$ cat src/sv/uartb_pkg.sv
`timescale 1ns / 1ps

package uartb_pkg;

	// Queue geometry
	localparam int QUEUE_DEPTH = 512;
	localparam int PTR_W       = (QUEUE_DEPTH > 1) ? $clog2(QUEUE_DEPTH) : 1;
	localparam int CNT_W       = $clog2(QUEUE_DEPTH + 1);

	// Operation selector
	typedef enum logic [1:0] {
		FUNC_WRITE   = 2'd0,
		FUNC_READ    = 2'd1,
		FUNC_SERVICE = 2'd2,
		FUNC_CLEAR   = 2'd3
	} func_t;

	// Per-cycle queue control
	typedef struct packed {
		logic clr;
		logic push;
		logic pop;
	} queue_ctl_t;

endpackage

$ cat src/sv/uartb_queue.sv
`timescale 1ns / 1ps

module uartb_queue (
	input  logic                   clk,
	input  logic                   arst_n,
	input  uartb_pkg::queue_ctl_t  ctl,
	input  logic [7:0]             push_data,
	output logic [uartb_pkg::CNT_W-1:0] cnt,
	output logic [7:0]             pop_data
);
	import uartb_pkg::*;

	logic [7:0]       mem [QUEUE_DEPTH];
	logic [PTR_W-1:0] head_q;
	logic [PTR_W-1:0] tail_q;
	logic [CNT_W-1:0] cnt_q;
	logic [7:0]       rd_data_s1;
	logic [7:0]       push_data_s1;
	logic             fwd_s1;

	// Wrap a pointer at the queue depth
	function automatic logic [PTR_W-1:0] next_ptr(input logic [PTR_W-1:0] p);
		if (p == PTR_W'(QUEUE_DEPTH - 1)) begin
			return '0;
		end
		return p + PTR_W'(1);
	endfunction

	// Advance pointers and count
	always_ff @(posedge clk or negedge arst_n) begin
		if (!arst_n) begin
			head_q <= '0;
			tail_q <= '0;
			cnt_q  <= '0;
			fwd_s1 <= 1'b0;
		end else if (ctl.clr) begin
			head_q <= '0;
			tail_q <= '0;
			cnt_q  <= '0;
			fwd_s1 <= 1'b0;
		end else begin
			if (ctl.push) begin
				head_q <= next_ptr(head_q);
			end
			if (ctl.pop) begin
				tail_q <= next_ptr(tail_q);
			end
			cnt_q  <= cnt_q + CNT_W'(ctl.push) - CNT_W'(ctl.pop);
			// pop of an empty queue in the same cycle as a push returns the pushed byte
			fwd_s1 <= ctl.push && ctl.pop && (cnt_q == '0);
		end
	end

	// Store pushed byte, read popped byte
	always_ff @(posedge clk) begin
		if (ctl.push && !ctl.clr) begin
			mem[head_q] <= push_data;
		end
		if (ctl.pop) begin
			rd_data_s1 <= mem[tail_q];
		end
		push_data_s1 <= push_data;
	end

	assign cnt      = cnt_q;
	assign pop_data = fwd_s1 ? push_data_s1 : rd_data_s1;

endmodule

$ cat config.mk
export PLATFORM = sky130hd
export DESIGN_NAME = uartb_queue
export DESIGN_NICKNAME = d
export VERILOG_FILES = /design/src/sv/uartb_pkg.sv /design/src/sv/uartb_queue.sv
export SDC_FILE = /design/constraint.sdc
export NUM_CORES = 2
export LEC_CHECK = 0
export BUFFER_PORTS_ARGS = -buffer_cell sky130_fd_sc_hd__buf_2
export CAP_MARGIN = 10
export CORE_UTILIZATION = 50
export DETAILED_ROUTE_END_ITERATION = 10
export PLACE_DENSITY = 0.72
export SLEW_MARGIN = 20
export SYNTH_ARGS = -nofsm -noshare
export SYNTH_HDL_FRONTEND = slang
export SYNTH_SLANG_ARGS = --single-unit
$ cat constraint.sdc
create_clock -name clk -period 2.74 [get_ports clk]
set_clock_uncertainty 0.15 [all_clocks]
set_input_delay 0.274 -clock clk [delete_from_list [all_inputs] [get_ports clk]]
set_output_delay 0.274 -clock clk [all_outputs]
set_load 0.02 [all_outputs]
==> results.md <==
* Asr flop ratio synth at 0.700%
* Compound-gate portion of the synthesized area at under 10%
* Final Core Density at 60.9%
* CTS Buf Count at 402
* Drt wl/cell at around 33 um
* Post-Synthesis Cells at 7565
* CTS tree: built
* Initial core utilization at 50.2%
* Final setup fails at 16
* First-pass GRT wire length at 650000 um
* Adder-cell share of the synthesized area at less than 1%
* H-tree depth at 5
* DRT antenna net count at 0
* Req. time, crit path at 3.32 ns
* Failing checks: setup timing
* Slew headroom at between 40% and 50%
* Max frequency at roughly 270 MHz
* Drt first-iter violations at around 13000
* Clk buf depth at 4
* Dominant synthesized flop cell: edfxtp_1
* Area leader, netlist: edfxtp_1
* Vias per inst at around 6.4
* Setup_tns at -7.35 ns
* Die Wd at 570 um
* Final Hold Violating Endpoints at 0
* Area Overhead vs Synth at 21.3%
* Core Rows at between 200 and 250
* Crit end category: flip-flop
* Post-synth top area share at 76.5%
* Die Y-Extent at about 570 um
* Initial antenna violation count at 18
* CTS root buf: clkbuf_16
* Total number of vias at slightly below 90000
* GRT Util Overall at between 20 and 30%
* Crit path largest cell delay at 0.44 ns
* Leakage at 63.5 nW
* Synth cell types at 77
* Final WS setup at -0.931 ns
* Hold crit path type: in2reg
* Post-synth EDFFs at 4104
* # clock sinks at 4141
* Count leader, synth: edfxtp_1
* Sequential Area at 0.124 mm2
* Flops & latches, synth at 4141
* Status: finished with violations
* Design area at 0.195 mm2
* Filler Cells Inserted at between 20000 and 25000
* Share of cells above drive strength 1 at 37.0%
* Post-synthesis sequential area ratio at 77.0%
* Synth area leaders: edfxtp_1 (76%), mux4_2 (13%), mux2i_1 (2.0%)
* RSZ-0062 raised after global routing: true
* Mapped cell area at 0.161 mm2
* Arr. time, crit path at around 4.3 ns
* GP Congestion at just over 0.9
* Ys Warns at 0
* Largest net degree at the start of global routing at roughly 120
* Multiplexer share of the synthesized area at ~15%
* Residual DRC count at 0
* Worst-path maximum fanout at 15
* Total gr overflow at 0
* Kind of critical path: reg2reg
* CTS clk-pin slew, worst paths at 0.07 ns
* Layout net count at ~9300
* Clk_lat worst skew at 1.00 ns
* Cell Chain, Critical Path: buf_8 -> buf_12 -> buf_12 -> or3b_4 -> buf_6 -> buf_12 -> o221ai_4 -> a211oi_2 -> a21oi_4 -> nand4_1 -> buf_4 -> o211ai_1 -> or4_4
* Fin. max-slew vios at 0
* Final WL at around 470000 um
* Placed Area at 0.178 mm2
* Most frequent cells after synthesis: edfxtp_1 (4104), mux4_2 (900), nor2_1 (610), mux2i_1 (314), clkbuf_1 (182)
* Die area at 0.325 mm2
* Number of top-level pins at 31
* Minimum clock period after layout at 3.67 ns
* Vias in the first global route at 88237
* Maxcap violations at 0
* Most used cell, CP: buf_12
* Worst setup SP type: flip-flop
* Core area at about 0.32 mm2
* Mapped Nets at 7600
* PortBufs at 30
* Drt pass-1 iters at 6
* Period utilization at 134%
* Post-synthesis xor/xnor area fraction at 0.0272%
* DP Wirelength at roughly 290000 um
* Peak VDD IR at 674 uV
* CP max stage cell: dfrtp_4
* Power per cell area at between 600 and 700 mW/mm2
* Area of the multi-input gates at 0.0357 mm2
* Avg Cell Area, Syn at 21.3 um2
* Post-Synth Simple-Gate Area at under 10%
* Largest family of logic cells by synthesized area: multiplexers
* Worst-margin pin slew at 0.814 ns
per-stage QoR:
step                      power, mW  hold WS, ns  std cells  setup slack [ns]
after global routing            137        0.155      13887            -0.908
after detailed placement       78.1        0.281      12973             -1.46
after global placement         77.9        0.263      12972             -2.14
after floorplan                75.0       -0.172       7565           -0.0902
after CTS                       134        0.106      13821            -0.844
final                           134        0.159      13904            -0.931
sequential cells by signal, indices dropped and copies added, names as in the netlist:
| register | flops |
|---|---|
| cnt | 10 |
| tail_q | 9 |
| mem | 4096 |
| push_data_s1 | 8 |
| fwd_s1 | 1 |
| rd_data_s1 | 8 |
| head_q | 9 |
cell families (layout without fill, tap and decap cells):
kind of cell    count (synthesis)  after routing
flops                        4141           4141
compound gates                720            720
mux                          1274           1274
simple gates                  903            903
fa+ha+maj                      22             22
other cells                     0             18
buf+inv                       500           2516
xor+xnor                        5              5
per-layer routing:
layer | track usage [%] | routed length (um) | vias to the layer above
met5 | 0 | 76 | -
met4 | 14.1 | 27100 | 12
met3 | 6.92 | 59000 | 1231
met2 | 44.2 | 218000 | 6497
met1 | 37.4 | 161000 | 46180
li1 | - | - | 35054
worst max-delay path, delay by kind of cell (launching register included):
kind	cells	cell delay (ns)
AO/OA/AOI/OAI	4	0.67
buffers and inverters	6	1.03
flip-flops	1	0.44
AND/OR/NAND/NOR	3	1.08
area by class of cell:
type                            instances  share of cell area (%)
Clock inverter                        264                    1.52
Tap cell                             4305                    2.76
Inverter                               25                  0.0518
Timing Repair Buffer                 1751                    8.56
Antenna cell                           18                  0.0230
Multi-Input combinational cell       2924                    18.3
Sequential cell                      4141                    63.5
Clock buffer                          476                    5.33
placed cells by master, fill, tap and decap left out, types with 19 or more instances in the layout:
cell type,count
edfxtp_1,4104
buf_4,1404
mux4_2,905
nor2_1,599
clkbuf_16,410
mux2i_1,306
buf_12,193
a22oi_1,132
nand2_1,116
a21oi_1,94
clkinv_2,87
clkinv_1,77
clkbuf_1,66
o22ai_1,51
o221ai_1,49
buf_6,49
a22o_1,46
bufinv_16,44
mux4_1,39
o21ai_0,38
buf_16,32
a211oi_1,30
a211oi_2,28
a22oi_2,27
a21oi_2,26
buf_8,26
clkinvlp_4,23
nand3_1,22
dfrtp_1,22
buf_2,22
a221oi_1,21
inv_1,20
ha_1,19
final timing paths:
check,to,start,depth (start not counted),slack (ns)
worst max register to register,rd_data_s1[1]$_DFFE_PP_,tail_q[0]$_DFFE_PN0P_,13,-0.93
worst min register to register,head_q[5]$_DFFE_PN0P_,head_q[5]$_DFFE_PN0P_,2,0.46
worst max-delay path,rd_data_s1[1]$_DFFE_PP_,tail_q[0]$_DFFE_PN0P_,13,-0.93
worst min-delay path,mem[218][0]$_DFFE_PP_,push_data[0],2,0.16
max in group asynchronous,tail_q[1]$_DFFE_PN0P_,arst_n,4,1.97
min in group asynchronous,cnt[3]$_DFF_PN0_,arst_n,4,0.17
power breakdown:
| group | total [mW] | switching, mW | internal (mW) |
|---|---|---|---|
| sequential | 69.7 | 0.0641 | 69.7 |
| combinational | 8.00 | 4.46 | 3.54 |
| clock | 56.1 | 24.5 | 31.6 |
| total | 134 | 29.0 | 105 |
what timing repair did:
item | CTS | global route
endpoints found under the setup margin | 73 | 28
pin swaps | 65 | 72
gates resized for setup | 327 | 177
gates cloned | 15 | 7
hold buffers | 17 | 0
buffers inserted | 80 | 60
endpoints found under the hold margin | 3486 | 0
No activity file was read; power rests on OpenSTA's default activity.
